[src/rtl/tbgd_pkg.sv]
//------------------------------------------------------------------------------
// tbgd_pkg
// Shared constants, types and tables for the text box geometry decoder.
//------------------------------------------------------------------------------
package tbgd_pkg;

    localparam int MAX_MAP_DIM_DEF = 1024;
    localparam int CORDIC_STEPS    = 16;
    localparam int ZW              = 20;   // angle accumulator, Q16 radians
    localparam int XW              = 19;   // cordic x/y, Q16
    localparam logic signed [ZW-1:0] Q16_PI      = 20'sd205887;
    localparam logic signed [ZW-1:0] Q16_HALF_PI = 20'sd102944;
    localparam logic signed [ZW-1:0] Q16_TWO_PI  = 20'sd411775;
    localparam logic signed [XW-1:0] CORDIC_GAIN = 19'sd39797;
    localparam logic signed [17:0]   DEG_SCALE   = 18'sd58671;
    localparam logic [15:0]          THRESH_RST  = 16'd32768;

    function automatic logic signed [ZW-1:0] atan_q16(input logic [3:0] i);
        logic signed [ZW-1:0] v;
        unique case (i)
            4'd0:    v = 20'sd51472;
            4'd1:    v = 20'sd30386;
            4'd2:    v = 20'sd16055;
            4'd3:    v = 20'sd8150;
            4'd4:    v = 20'sd4091;
            4'd5:    v = 20'sd2047;
            4'd6:    v = 20'sd1024;
            4'd7:    v = 20'sd512;
            4'd8:    v = 20'sd256;
            4'd9:    v = 20'sd128;
            4'd10:   v = 20'sd64;
            4'd11:   v = 20'sd32;
            4'd12:   v = 20'sd16;
            4'd13:   v = 20'sd8;
            4'd14:   v = 20'sd4;
            default: v = 20'sd2;
        endcase
        return v;
    endfunction

    // geometry carried alongside the cordic
    typedef struct packed {
        logic [9:0]  col;
        logic [9:0]  row;
        logic [15:0] score;
        logic [15:0] d1;
        logic [15:0] d2;
        logic [16:0] w;
        logic [16:0] h;
        logic signed [15:0] deg;
    } t_side;

endpackage

[src/rtl/tbgd_center.sv]
//------------------------------------------------------------------------------
// tbgd_center
// Center products (registered), sum, round and saturate.
//------------------------------------------------------------------------------
module tbgd_center (
    input  logic                          i_clk,
    input  logic                          i_rst_n,
    input  logic                          i_en,
    input  logic                          i_vld,
    input  logic signed [tbgd_pkg::XW-1:0] i_c,
    input  logic signed [tbgd_pkg::XW-1:0] i_s,
    input  tbgd_pkg::t_side               i_side,
    output logic                          o_vld,
    output logic [23:0]                   o_cx,
    output logic [23:0]                   o_cy,
    output tbgd_pkg::t_side               o_side
);
    // ax = col<<25 + c*(2d1-w) + s*(2d2-h); ay = row<<25 + c*(2d2-h) - s*(2d1-w)
    logic signed [18:0] a_w, a_h;
    logic signed [37:0] n_p0, n_p1, n_p2, n_p3;
    logic signed [37:0] r_p0, r_p1, r_p2, r_p3;
    logic               r1_vld, r2_vld;
    tbgd_pkg::t_side    r1_side, r2_side;
    logic signed [40:0] ax, ay;
    logic [23:0]        n_cx, n_cy, r_cx, r_cy;

    function automatic logic [23:0] rnd(input logic signed [40:0] a);
        logic signed [40:0] v;
        v = (a + 41'sd65536) >>> 17;
        if (v > 41'sd8388607) return 24'h7FFFFF;
        if (v < -41'sd8388608) return 24'h800000;
        return v[23:0];
    endfunction

    always_comb begin
        a_w  = 19'({1'b0, i_side.d1, 1'b0}) - 19'({1'b0, i_side.w});
        a_h  = 19'({1'b0, i_side.d2, 1'b0}) - 19'({1'b0, i_side.h});
        n_p0 = 38'(i_c) * 38'(a_w);
        n_p1 = 38'(i_s) * 38'(a_h);
        n_p2 = 38'(i_c) * 38'(a_h);
        n_p3 = 38'(i_s) * 38'(a_w);
        ax = 41'({1'b0, r1_side.col, 25'd0}) + 41'(r_p0) + 41'(r_p1);
        ay = 41'({1'b0, r1_side.row, 25'd0}) + 41'(r_p2) - 41'(r_p3);
        n_cx = rnd(ax);
        n_cy = rnd(ay);
    end

    always_ff @(posedge i_clk) begin
        if (!i_rst_n) begin
            r1_vld <= 1'b0;
            r2_vld <= 1'b0;
        end else if (i_en) begin
            r1_vld <= i_vld;
            r2_vld <= r1_vld;
        end
        if (i_en) begin
            r_p0 <= n_p0;
            r_p1 <= n_p1;
            r_p2 <= n_p2;
            r_p3 <= n_p3;
            r1_side <= i_side;
            r_cx <= n_cx;
            r_cy <= n_cy;
            r2_side <= r1_side;
        end
    end

    assign o_vld  = r2_vld;
    assign o_cx   = r_cx;
    assign o_cy   = r_cy;
    assign o_side = r2_side;
endmodule

[config.mk]
export PLATFORM = sky130hd
export DESIGN_NAME = tbgd_center
export DESIGN_NICKNAME = d
export VERILOG_FILES = /design/src/rtl/tbgd_pkg.sv /design/src/rtl/tbgd_center.sv
export SDC_FILE = /design/constraint.sdc
export NUM_CORES = 2
export LEC_CHECK = 0
export BUFFER_PORTS_ARGS = -buffer_cell sky130_fd_sc_hd__buf_2
export CORE_AREA = 2 2 302 424
export DETAILED_ROUTE_END_ITERATION = 10
export DIE_AREA = 0 0 304 426
export GPL_ROUTABILITY_DRIVEN = 1
export PLACE_DENSITY_LB_ADDON = 0.05
export SYNTH_ARGS = -nofsm -noshare
export SYNTH_HDL_FRONTEND = slang
export SYNTH_SLANG_ARGS = --single-unit
[constraint.sdc]
create_clock -name i_clk -period 9.9 [get_ports i_clk]
set_input_delay 0.99 -clock i_clk [delete_from_list [all_inputs] [get_ports i_clk]]
set_output_delay 0.99 -clock i_clk [all_outputs]
set_load 0.02 [all_outputs]
==> impl_metrics.prom <==
# TYPE chip_impl_metric gauge
chip_impl_metric{name="dp_slack",unit="ns"} -0.153
chip_impl_info{name="rsz_0062_raised_after_global_routing",value="false"} 1
chip_impl_metric{name="detailedRoute.firstIterationViolations",unit=""} 2870
chip_impl_metric{name="final_cells",unit=""} 8703
chip_impl_info{name="synth-main-ff-cell",value="edfxtp_1"} 1
chip_impl_metric{name="chipWidth",unit="um"} 304
chip_impl_metric{name="cells_after_synth",unit=""} 6834
chip_impl_metric{name="yosys.area.top_type_share",unit="%"} 40.8
chip_impl_metric{name="post_synth.cell_area_avg",unit="um2"} 10.1
chip_impl_metric{name="cts.repair.resized",unit=""} 0
chip_impl_info{name="synthDominantAreaCellType",value="fa_1"} 1
chip_impl_metric{name="whs_path_depth",unit=""} 0
chip_impl_info{name="crit_path_start_kind",value="primary input"} 1
chip_impl_metric{name="worst-endpoint-required",unit="ns"} 10.31
chip_impl_metric{name="total_global_route_track_usage",unit="%"} 28.6
chip_impl_metric{name="crit_arrival",unit="ns"} 9.68
chip_impl_metric{name="maxClockFrequency",unit="GHz"} 0.108
chip_impl_metric{name="fin_nets",unit=""} 9122
chip_impl_metric{name="asyncSetResetFlopFracSynth",unit="%"} 0
chip_impl_metric{name="min_period",unit="ns"} 9.27
chip_impl_metric{name="period_share",unit="%"} 93.6
chip_impl_metric{name="report.final.setup_viol",unit=""} 0
chip_impl_metric{name="grt_max_degree",unit=""} 158
chip_impl_metric{name="fp.dieArea",unit="um2"} 130000
chip_impl_metric{name="timing.critical_path.depth",unit=""} 33
chip_impl_info{name="cts_tree",value="yes"} 1
chip_impl_metric{name="fp.coreArea",unit="um2"} 125000
chip_impl_metric{name="h-tree-depth",unit=""} 2
chip_impl_metric{name="synth.lib_cells_used.distinct",unit=""} 82
chip_impl_metric{name="route.detailed.vias_per_inst",unit=""} 5.34
chip_impl_metric{name="fraction_of_layout_cells_with_a_size_suffix_above_1",unit="%"} 8.40
chip_impl_metric{name="io_buffers",unit=""} 326
chip_impl_metric{name="ys_seq_area_share",unit="%"} 18.9
chip_impl_metric{name="ys_warn_count",unit=""} 0
chip_impl_metric{name="final_max_slew_viol_count",unit=""} 0
chip_impl_info{name="end_kind",value="register"} 1
chip_impl_info{name="slowest_stage_cell_on_the_critical_path",value="a221oi_1"} 1
chip_impl_metric{name="final.setup_skew",unit="ns"} 0.0250
chip_impl_metric{name="clkSinkCount",unit=""} 434
chip_impl_metric{name="critPathMaxStageDelay",unit="ns"} 0.56
chip_impl_metric{name="holdWs",unit="ns"} 0.414
chip_impl_metric{name="dr.pass1.iters",unit=""} 5
chip_impl_metric{name="drt-wirelength-per-cell",unit="um"} 20.0
chip_impl_metric{name="fp.dieH",unit="um"} 426
chip_impl_metric{name="postSynthRegisterBits",unit=""} 434
chip_impl_metric{name="place_congestion",unit=""} 0.892
chip_impl_info{name="top_area_cells_in_the_synthesized_netlist",value="fa_1, edfxtp_1, ha_1, inv_1, nand2_1"} 1
chip_impl_metric{name="netlist_area",unit="um2"} 68800
chip_impl_info{name="cell_type_group_with_the_largest_total_delay_on_the_critical_path",value="adder cells"} 1
chip_impl_metric{name="initial_utilization",unit="%"} 54.8
chip_impl_metric{name="path_buf_inv",unit=""} 7
chip_impl_metric{name="synth_enable_flop_cells",unit=""} 432
chip_impl_metric{name="antenna_found_initial",unit=""} 3
chip_impl_metric{name="first_global_vias",unit=""} 50836
chip_impl_metric{name="ant_nets",unit=""} 0
chip_impl_info{name="worst-setup-path-type",value="primary input to register"} 1
chip_impl_metric{name="path_clk_slew",unit="ns"} 0.06
chip_impl_metric{name="ctsLongestPathBuffers",unit=""} 3
chip_impl_metric{name="grt_overflow",unit=""} 0
chip_impl_metric{name="tightest_slew",unit="ns"} 1.11
chip_impl_metric{name="place.detailed.hpwl",unit="mm"} 141
chip_impl_metric{name="post_cts_buffers",unit=""} 0
chip_impl_metric{name="timing_hold_violations_final",unit=""} 0
chip_impl_metric{name="nFillCells",unit=""} 10976
chip_impl_info{name="cts_root_buf",value="clkbuf_16"} 1
chip_impl_metric{name="detailroute.via_count",unit=""} 46465
chip_impl_metric{name="area_delta_synth_final",unit="%"} 7.88
chip_impl_metric{name="drc_errors",unit=""} 0
chip_impl_metric{name="count_of_cells_along_the_worst_register_to_register_path",unit=""} 13
chip_impl_metric{name="clk-insertion-delay-late",unit="ns"} 0.68
chip_impl_info{name="min_path_type",value="register to register"} 1
chip_impl_metric{name="std_cell_rows",unit=""} 154
chip_impl_metric{name="grt_first_pass_wirelength",unit="mm"} 282
chip_impl_info{name="critPathMostFrequentCell",value="fa_1"} 1
chip_impl_metric{name="routed_wirelength",unit="mm"} 174
chip_impl_metric{name="maxSlewHeadroom",unit="%"} 25.2
chip_impl_metric{name="placed_cells_incl_taps",unit=""} 8611
chip_impl_info{name="outcome",value="finished clean"} 1
chip_impl_metric{name="numCtsBuffers",unit=""} 49
chip_impl_metric{name="ioPinCount",unit=""} 327
chip_impl_metric{name="max-cap-violations",unit=""} 0
chip_impl_metric{name="final.setup.worst_slack",unit="ns"} 0.630
chip_impl_metric{name="worstPathMaxFanout",unit=""} 19
chip_impl_metric{name="mappedNetlistNets",unit=""} 8932
chip_impl_metric{name="ctsHoldBuffers",unit=""} 0
## flip-flops by register name, indices dropped and copies added, names as in the netlist
register	cells
r_p2	37
o_vld	1
r1_vld	1
r1_side	118
o_cx	24
o_cy	24
r_p0	37
r_p3	37
r_p1	37
o_side	118
## path summary, 6_finish.rpt
kind / start / to / slack (ns)
worst min register to register: r1_side[75]$_DFFE_PP_ / o_side[75]$_DFFE_PP_ / 0.41
worst max register to register: r_p2[30]$_DFFE_PP_ / o_cy[20]$_SDFFCE_PN1P_ / 4.82
worst min-delay path: r1_side[75]$_DFFE_PP_ / o_side[75]$_DFFE_PP_ / 0.41
worst max-delay path: i_side[18] / r_p2[34]$_DFFE_PP_ / 0.63
## through the flow
| stage | area, um2 | util, % | setup TNS (ns) |
|---|---|---|---|
| 2_1_floorplan | 68800 | - | 0 |
| 3_3_place_gp | 72500 | 57.8 | -0.0123 |
| 3_5_place_dp | 72500 | 57.8 | -0.507 |
| 4_1_cts | 74200 | 59.1 | 0 |
| 5_1_grt | 74200 | 59.1 | 0 |
| 6_report | 74200 | 59.1 | 0 |
## cell type report
type | count | area, um2 | share of cell area [%]
multi-input cells | 4409 | 48500 | 65.4
flip-flops and latches | 434 | 13000 | 17.5
inverters | 1694 | 6360 | 8.57
repair buffers | 436 | 2610 | 3.51
well taps | 1638 | 2050 | 2.76
clock buffers | 53 | 1240 | 1.67
clock inverters | 37 | 394 | 0.531
diodes | 2 | 5.00 | 0.00675
## cells in the mapped netlist (all sizes together), types with 6 or more instances
library cell and n:
a211oi 23, a21boi 10, a21o 78, a21oi 166, a221oi 6, a31oi 10, and2 404, and3 14
buf 19, clkbuf 278, edfxtp 432, fa 1402, ha 536, inv 1694, nand2 914, nand2b 75
nand3 36, nand4 15, nor2 165, nor2b 43, nor3 28, nor4 6, o211ai 14, o21a 30
o21ai 102, o21bai 27, o31a 9, or2 19, or3 10, xnor2 163, xor2 42
## metal layers
metal | track usage, % | up-vias | routed length [um]
li1 | - | 20815 | -
met1 | 33.4 | 24035 | 64400
met2 | 50.7 | 1246 | 88800
met3 | 2.93 | 365 | 7320
met4 | 17.6 | 4 | 13400
met5 | 0 | - | 24
## cells in the final DEF (no fill, tap or decap), types with 75 or more instances in the layout
cell type	instances
a21oi_1	158
o21ai_0	83
buf_2	325
a21o_1	78
nand2_1	914
and2_1	404
nand2b_1	75
buf_4	99
xnor2_1	144
ha_1	536
edfxtp_1	432
nor2_1	160
inv_1	1694
fa_1	1402
## cells by family after synthesis
group                      share of synthesized area, %
AOI/OAI and AO/OA                                  5.11
xor gates and xnor gates                           2.61
adders and majority gates                          50.6
buffers and inverters                              10.9
DFF                                                18.9
muxes                                            0.0746
and+or+nand+nor                                    11.8
Power is not shown: default switching activity piles up to over one toggle a cycle in this logic, so the estimate is an artifact.
