$ cat config.mk
export PLATFORM = sky130hd
export DESIGN_NAME = tbgd_front
export DESIGN_NICKNAME = d
export VERILOG_FILES = /design/src/rtl/tbgd_pkg.sv /design/src/rtl/tbgd_front.sv
export SDC_FILE = /design/constraint.sdc
export NUM_CORES = 1
export LEC_CHECK = 0
export BUFFER_PORTS_ARGS = -buffer_cell sky130_fd_sc_hd__clkbuf_2
export CORE_MARGIN = 3
export CORE_UTILIZATION = 56
export CTS_CLUSTER_SIZE = 16
export DETAILED_ROUTE_END_ITERATION = 10
export GPL_ROUTABILITY_DRIVEN = 0
export PLACE_DENSITY = 0.81
export SETUP_SLACK_MARGIN = 0.1
export SYNTH_ARGS = -nofsm -noshare
export SYNTH_HDL_FRONTEND = slang
export SYNTH_SLANG_ARGS = --single-unit
export TNS_END_PERCENT = 1
$ cat constraint.sdc
create_clock -name i_clk -period 9.2 [get_ports i_clk]
set_input_delay 0.46 -clock i_clk [delete_from_list [all_inputs] [get_ports i_clk]]
set_output_delay 0.46 -clock i_clk [all_outputs]
set_load 0.02 [all_outputs]
$ cat src/rtl/tbgd_pkg.sv
//------------------------------------------------------------------------------
// tbgd_pkg
// Shared constants, types and tables for the text box geometry decoder.
//------------------------------------------------------------------------------
package tbgd_pkg;

    localparam int MAX_MAP_DIM_DEF = 1024;
    localparam int CORDIC_STEPS    = 16;
    localparam int ZW              = 20;   // angle accumulator, Q16 radians
    localparam int XW              = 19;   // cordic x/y, Q16
    localparam logic signed [ZW-1:0] Q16_PI      = 20'sd205887;
    localparam logic signed [ZW-1:0] Q16_HALF_PI = 20'sd102944;
    localparam logic signed [ZW-1:0] Q16_TWO_PI  = 20'sd411775;
    localparam logic signed [XW-1:0] CORDIC_GAIN = 19'sd39797;
    localparam logic signed [17:0]   DEG_SCALE   = 18'sd58671;
    localparam logic [15:0]          THRESH_RST  = 16'd32768;

    function automatic logic signed [ZW-1:0] atan_q16(input logic [3:0] i);
        logic signed [ZW-1:0] v;
        unique case (i)
            4'd0:    v = 20'sd51472;
            4'd1:    v = 20'sd30386;
            4'd2:    v = 20'sd16055;
            4'd3:    v = 20'sd8150;
            4'd4:    v = 20'sd4091;
            4'd5:    v = 20'sd2047;
            4'd6:    v = 20'sd1024;
            4'd7:    v = 20'sd512;
            4'd8:    v = 20'sd256;
            4'd9:    v = 20'sd128;
            4'd10:   v = 20'sd64;
            4'd11:   v = 20'sd32;
            4'd12:   v = 20'sd16;
            4'd13:   v = 20'sd8;
            4'd14:   v = 20'sd4;
            default: v = 20'sd2;
        endcase
        return v;
    endfunction

    // geometry carried alongside the cordic
    typedef struct packed {
        logic [9:0]  col;
        logic [9:0]  row;
        logic [15:0] score;
        logic [15:0] d1;
        logic [15:0] d2;
        logic [16:0] w;
        logic [16:0] h;
        logic signed [15:0] deg;
    } t_side;

endpackage

$ cat src/rtl/tbgd_front.sv
//------------------------------------------------------------------------------
// tbgd_front
// Input stage: score and map-bounds filter, angle reduction, sums and degree conversion.
//------------------------------------------------------------------------------
module tbgd_front #(
    parameter int MAX_MAP_DIM = tbgd_pkg::MAX_MAP_DIM_DEF
) (
    input  logic                          i_clk,
    input  logic                          i_rst_n,
    input  logic                          i_en,
    input  logic                          i_vld,
    input  logic [15:0]                   i_thresh,
    input  logic [9:0]                    i_col,
    input  logic [9:0]                    i_row,
    input  logic [15:0]                   i_score,
    input  logic [15:0]                   i_d0,
    input  logic [15:0]                   i_d1,
    input  logic [15:0]                   i_d2,
    input  logic [15:0]                   i_d3,
    input  logic signed [15:0]            i_ang,
    output logic                          o_vld,
    output logic signed [tbgd_pkg::ZW-1:0] o_z,
    output logic                          o_neg,
    output tbgd_pkg::t_side               o_side
);
    logic                          keep;
    logic signed [tbgd_pkg::ZW-1:0] z0, z1, n_z;
    logic                          n_neg;
    logic signed [34:0]            prod;
    logic signed [34:0]            dsh;
    logic                          r_vld, r_neg;
    logic signed [tbgd_pkg::ZW-1:0] r_z;
    tbgd_pkg::t_side               r_side, n_side;

    always_comb begin
        keep = (i_score >= i_thresh) && ({3'b0, i_col} < 13'(MAX_MAP_DIM))
            && ({3'b0, i_row} < 13'(MAX_MAP_DIM));
        z0 = tbgd_pkg::ZW'(i_ang) <<< 3;
        if (z0 > tbgd_pkg::Q16_PI) z1 = z0 - tbgd_pkg::Q16_TWO_PI;
        else if (z0 < -tbgd_pkg::Q16_PI) z1 = z0 + tbgd_pkg::Q16_TWO_PI;
        else z1 = z0;
        n_neg = 1'b1;
        if (z1 > tbgd_pkg::Q16_HALF_PI) n_z = tbgd_pkg::Q16_PI - z1;
        else if (z1 < -tbgd_pkg::Q16_HALF_PI) n_z = -tbgd_pkg::Q16_PI - z1;
        else begin
            n_z   = z1;
            n_neg = 1'b0;
        end
        prod = -(35'(i_ang) * 35'(tbgd_pkg::DEG_SCALE)) + 35'sd32768;
        dsh  = prod >>> 16;
        n_side.col   = i_col;
        n_side.row   = i_row;
        n_side.score = i_score;
        n_side.d1    = i_d1;
        n_side.d2    = i_d2;
        n_side.w     = {1'b0, i_d1} + {1'b0, i_d3};
        n_side.h     = {1'b0, i_d0} + {1'b0, i_d2};
        n_side.deg   = dsh[15:0];
    end

    always_ff @(posedge i_clk) begin
        if (!i_rst_n) begin
            r_vld <= 1'b0;
        end else if (i_en) begin
            r_vld <= i_vld && keep;
        end
        if (i_en) begin
            r_z    <= n_z;
            r_neg  <= n_neg;
            r_side <= n_side;
        end
    end

    assign o_vld  = r_vld;
    assign o_z    = r_z;
    assign o_neg  = r_neg;
    assign o_side = r_side;
endmodule

==> summary.md, run 1 <==
| Metric | Value |
|---|---|
| Critical path type | in -> reg |
| Nets@finish | 2003 |
| Slew headroom | 31.46% |
| DR iter-0 viols | 650 |
| Placed insts | between 1500 and 2000 |
| Synth top area cells | edfxtp_1 (31%), ha_1 (20%), fa_1 (16%) |
| Routed wire length | between 30000 and 40000 um |
| Period minus WS final | 6.468 ns |
| Yosys reg bits | 140 |
| Worst-Skew Late Latency | 0.41 ns |
| Ports | 276 |
| Core Util, Final | 67.29% |
| Core Box Area | about 24000 um^2 |
| Clk_skew | 0 ns |
| Cell with the most instances after synthesis | inv_1 |
| H-tree Lvls | 4 |
| Post-DP HPWL | between 20000 and 30000 um |
| Top_reg_cell synth | edfxtp_1 |
| Syn_nets | between 1500 and 2000 |
| Max Fclk | around 150 MHz |
| Initial antenna violation count | 0 |
| Asr flop ratio synth | 0% |
| Vias | between 10000 and 15000 |
| Tcrit/Tclk final | a little over two thirds |
| CP arrival | roughly 6.6 ns |
| Cells after Synth | 1258 |
| CP required | between 9 and 10 ns |
| Non-Filler Instances | between 1500 and 2000 |
| Setup crit start kind | input pin |
| Final Slew Violations | 0 |
| RSZ-0062 raised after global routing | no |
| Clk slew on worst S/H paths | approximately 0.070 ns |
| Chip height | ~160 um |
| Crit. End Element | register |
| Cts repair resizes | 0 |
| Die X | roughly 160 um |
| Vias in the first global route | between 10000 and 15000 |
| CTS sink cnt | 140 |
| Pwr dens | ~290 nW/um^2 |
| Post-synthesis sequential area ratio | 31.08% |
| Full die area | ~26000 um^2 |
| Post-synth EDFFs | 139 |
| Status | complete, no violations |
| Yosys top cell area share | 30.93% |
| IO Port Bufs | approximately 280 |
| Fin. Hold Viols | 0 |
| DRC violations left | 0 |
| Worst-Margin Slew | around 1.0 ns |
| Total power | 4.537 mW |
| Hold_buf cts | 0 |
| Total grt overflow | 0 |
| Starting Density | a little under three fifths |
| Layout area overhead | 17.39% |
| Post-Route Setup TNS | 0 ns |
| Pin count of the biggest net entering global routing | 80 |
| Average cell area after synthesis | 10.73 um^2 |
| CTS tree | yes |
| Detail Route Antenna Nets | 0 |
| ANT cells | 0 |
| Drt pass-1 iters | 5 |
| Vias/cell | 5.345 |
| Most frequent cells after synthesis | inv_1 (291), ha_1 (221), edfxtp_1 (139) |
| Synth cell types | between 80 and 90 |
| Setup-failing EPs final | 0 |
| Synthesized area | roughly 13000 um^2 |
| Worst hold path class | in -> reg |
| Post-CTS Setup Inserts | 0 |
| Row count | 56 |
| Max-Cap Viols | 0 |
| Leakage Power | between 7 and 8 nW |
| CTS buffer count | 17 |
| First-pass GRT wire length | about 53000 um |
| CTS Buffer Depth | 2 |
| Root buf cell | clkbuf_16 |
| Maximum vdd ir drop | around 0.66 mV |
| Syn. warnings | 0 |
| Synth area leader | edfxtp_1 |
| WL/cell | around 18 um |
| Tot GR Track Use | about a quarter |
| Crit-path max FO | 14 |
| Share of post-route cells with drive strength above 1 | roughly 22% |
==> cell type report <==
| class | instances | area, um^2 |
|---|---|---|
| well taps | 319 | 399.1 |
| fillers | 1778 | 7701 |
| flip-flops and latches | 140 | 4194 |
| inverters | 291 | 1092 |
| repair buffers | 280 | 1420 |
| clock buffers | 17 | 425.4 |
| multi-input cells | 809 | 8095 |
| clock inverters | 15 | 215.2 |
==> final timing paths <==
| check | startpoint | endpoint | slack, ns | cells past startpoint |
|---|---|---|---|---|
| setup / recovery | i_ang[9] | o_side[15] | 2.73 | 24 |
| hold / removal | i_row[6] | o_side[104] | 0.21 | 1 |
| setup reg to reg | o_vld | o_vld | 8.40 | 3 |
| hold reg to reg | o_vld | o_vld | 0.68 | 3 |
==> critical path, cell delays in order <==
cell	delay [ns]
clkbuf_2	0.31
inv_1	0.28
fa_1	0.61
inv_1	0.07
ha_1	0.25
fa_1	0.43
inv_1	0.09
fa_1	0.43
fa_1	0.51
inv_1	0.06
fa_1	0.54
inv_1	0.04
ha_1	0.31
a21o_1	0.17
a21o_1	0.17
a21oi_1	0.14
o21ai_0	0.12
nand2b_1	0.12
a41oi_1	0.27
o211ai_1	0.40
a211oi_1	0.13
a2111o_1	0.44
a21oi_1	0.20
xnor2_1	0.08
==> registers in the layout (all words and copies together) (netlist names) <==
register  cells
o_neg         1
o_z          20
o_vld         1
o_side      118
==> cells in the final DEF, fill, tap and decap left out, types with 7 or more instances in the layout <==
cell       count
o21ai_0       25
nand3_1       24
clkbuf_16     17
clkbuf_2     274
inv_1        291
ha_1         221
fa_1         107
nor3_1        21
o21bai_1       7
a21oi_1       47
a211oi_1       7
nand2b_1      13
nor2b_1        9
nor2_1        56
a21o_1        22
a31oi_1        7
xor2_1         9
a21boi_0      12
nand4_1       11
edfxtp_1     139
xnor2_1       52
nand2_1       43
==> through the flow <==
stage	hold WS [ns]	instance area, um^2	worst slack, ns
floorplan	0.5589	13490	3.309
finish	0.2109	15840	2.732
detailed placement	0.6387	15200	2.351
global route	0.1922	15840	2.348
CTS	0.1867	15840	2.785
global placement	0.6380	15200	2.456
==> where the power goes <==
part           total [mW]  internal [mW]  switching [mW]
Sequential          0.975          0.946          0.0293
Clock               0.756          0.444           0.312
Combinational        2.81           1.18            1.62
Total                4.54           2.57            1.96
==> layer usage <==
layer	global-route usage, %	up-vias	share of wire, %
li1	-	4804	-
met1	31.08	4758	39
met2	45.18	362	51
met3	4.360	77	5.7
met4	11.81	0	4.8
met5	0	-	0
==> cells by family after synthesis <==
family | Yosys count | share of synthesized area (%)
DFF | 140 | 31.08
buffers and inverters | 309 | 8.929
and+or+nand+nor | 209 | 7.881
AOI/OAI and AO/OA | 204 | 11.20
adders and majority gates | 328 | 36.37
xor gates and xnor gates | 62 | 4.080
muxes | 6 | 0.4636
Power figures use the tool's default switching activity.
==> inputs of run 2 (changes only) <==
==> constraint.sdc (replaced) <==
create_clock -name i_clk -period 6.5 [get_ports i_clk]
set_input_delay 0.325 -clock i_clk [delete_from_list [all_inputs] [get_ports i_clk]]
set_output_delay 0.325 -clock i_clk [all_outputs]
set_load 0.02 [all_outputs]
==> run 2 against run 1 <==
  * Non-clock buffer count increased by 22
  * Utilization increased by 0.50 points
  * Final cell count increased by 1.2%
  * Hold slack got worse by 0.13 ns
  * Worst setup slack got worse by 2.3 ns
  * Largest cell class unchanged
  * Highest routed layer unchanged
==> summary.md, run 2 (synthesized netlist as in run 1, its figures left out) <==
| Metric | Value |
|---|---|
| Initial antenna violation count | 0 |
| IO Port Bufs | around 280 |
| ANT cells | 0 |
| Post-CTS Setup Inserts | 0 |
| Fin. Hold Viols | 0 |
| Row count | between 50 and 60 |
| Root buf cell | clkbuf_16 |
| Worst-Margin Slew | a little under 1 ns |
| Pin count of the biggest net entering global routing | 75 |
| Final Slew Violations | 0 |
| Cts repair resizes | 0 |
| Share of post-route cells with drive strength above 1 | about a quarter |
| Commonest cells after routing, fill and taps aside | inv_1 (291), clkbuf_2 (274), ha_1 (221) |
| Setup crit start kind | input pin |
| Vias in the first global route | 10540 |
| Ports | around 280 |
| Detail Route Antenna Nets | 0 |
| Maximum vdd ir drop | approximately 0.6 mV |
| Worst-Skew Late Latency | 0.41 ns |
| Hold_buf cts | 0 |
| Crit. End Element | register |
| DR iter-0 viols | about 630 |
| Max-Cap Viols | 0 |
| Clk slew on worst S/H paths | ~0.070 ns |
| Crit-path max FO | 10 |
| Total grt overflow | 0 |
| DRC violations left | 0 |
| Routed wire length | 33900 um |
| CP arrival | slightly above 6 ns |
| WL/cell | between 15 and 20 um |
| Pwr dens | roughly 400 nW/um^2 |
| Post-Route Setup TNS | 0 ns |
| Placed insts | between 1500 and 2000 |
| Tcrit/Tclk final | 92.79% |
| Non-Filler Instances | roughly 1900 |
| Max reg flops | between 100 and 150 |
| RSZ-0062 raised after global routing | no |
| Layout area overhead | 18.27% |
| Worst hold path class | in -> reg |
| Period minus WS final | 6.031 ns |
| H-tree Lvls | 4 |
| Leakage Power | between 7 and 8 nW |
| First-pass GRT wire length | roughly 54000 um |
| CTS tree | yes |
| CTS buffer count | 17 |
| CP required | ~6.7 ns |
| Max Fclk | ~170 MHz |
| Setup-failing EPs final | 0 |
| Nets@finish | ~2000 |
| Status | complete, no violations |
| Clk_skew | 0 ns |
| Chip height | between 150 and 200 um |
| Starting Density | a little under three fifths |
| Vias/cell | ~5.3 |
| Commonest non-fill, non-tap cell in the layout | inv_1 |
| Drt pass-1 iters | 5 |
| Die X | around 160 um |
| CTS Buffer Depth | 2 |
| Final Cell Area | roughly 16000 um^2 |
| Core Util, Final | around 68% |
| Post-DP HPWL | 28320 um |
| CTS sink cnt | 140 |
| Dpl cell area | between 15000 and 20000 um^2 |
| Vias | around 10000 |
| Core Box Area | between 20000 and 25000 um^2 |
| Slew headroom | between 30% and 40% |
| Full die area | about 26000 um^2 |
| Tot GR Track Use | 26.51% |
| Critical path type | in -> reg |
-- run 2: report_power, final --
| part | switching (mW) | leakage (nW) | internal, mW | total [mW] |
|---|---|---|---|---|
| clock network | 0.438 | 0.286 | 0.548 | 0.986 |
| logic | 2.35 | 6.22 | 1.68 | 4.02 |
| registers | 0.0399 | 1.37 | 1.34 | 1.38 |
| total | 2.82 | 7.88 | 3.56 | 6.39 |
-- run 2: critical path, cell delays in order --
cell	delay, ns
clkbuf_2	0.28
inv_1	0.12
fa_1	0.43
fa_1	0.44
fa_1	0.50
fa_1	0.40
fa_1	0.52
inv_1	0.06
fa_1	0.53
inv_1	0.04
ha_1	0.34
a21oi_1	0.18
o21bai_1	0.09
a21oi_1	0.13
o21ai_0	0.14
nand2b_1	0.12
a41oi_1	0.24
o211ai_1	0.41
a211oi_1	0.15
a2111o_1	0.44
a21oi_1	0.20
xnor2_1	0.09
-- run 2: area by class of cell --
cell class,instances,area [um^2]
multi-input cells,809,8095
fillers,1784,7584
flip-flops and latches,140,4194
repair buffers,302,1585
clock inverters,15,167.7
well taps,319,399.1
clock buffers,17,425.4
inverters,291,1092
-- run 2: through the flow --
step | hold slack [ns] | worst slack [ns] | total power, mW
floorplan | 0.4239 | 0.7444 | 4.376
global route | 0.06069 | 0.1346 | 7.036
CTS | 0.05506 | 0.5439 | 6.443
global placement | 0.5031 | 0.2590 | 5.262
detailed placement | 0.5037 | 0.1086 | 5.393
finish | 0.08195 | 0.4689 | 6.387
-- run 2: routing by layer --
layer	up-vias	track usage, %	wire [um]
met2	365	47.61	17310
met3	69	4.668	2152
met1	4842	31.45	12960
li1	4843	-	-
met5	-	0	0
met4	0	10.99	1475
-- run 2: worst paths after layout --
kind | startpoint | to | slack (ns) | cells past startpoint
worst max-delay path | i_ang[13] | o_side[15] | 0.47 | 22
worst min-delay path | i_row[6] | o_side[104] | 0.08 | 1
worst max register to register | o_vld | o_vld | 5.69 | 3
worst min register to register | o_vld | o_vld | 0.70 | 3
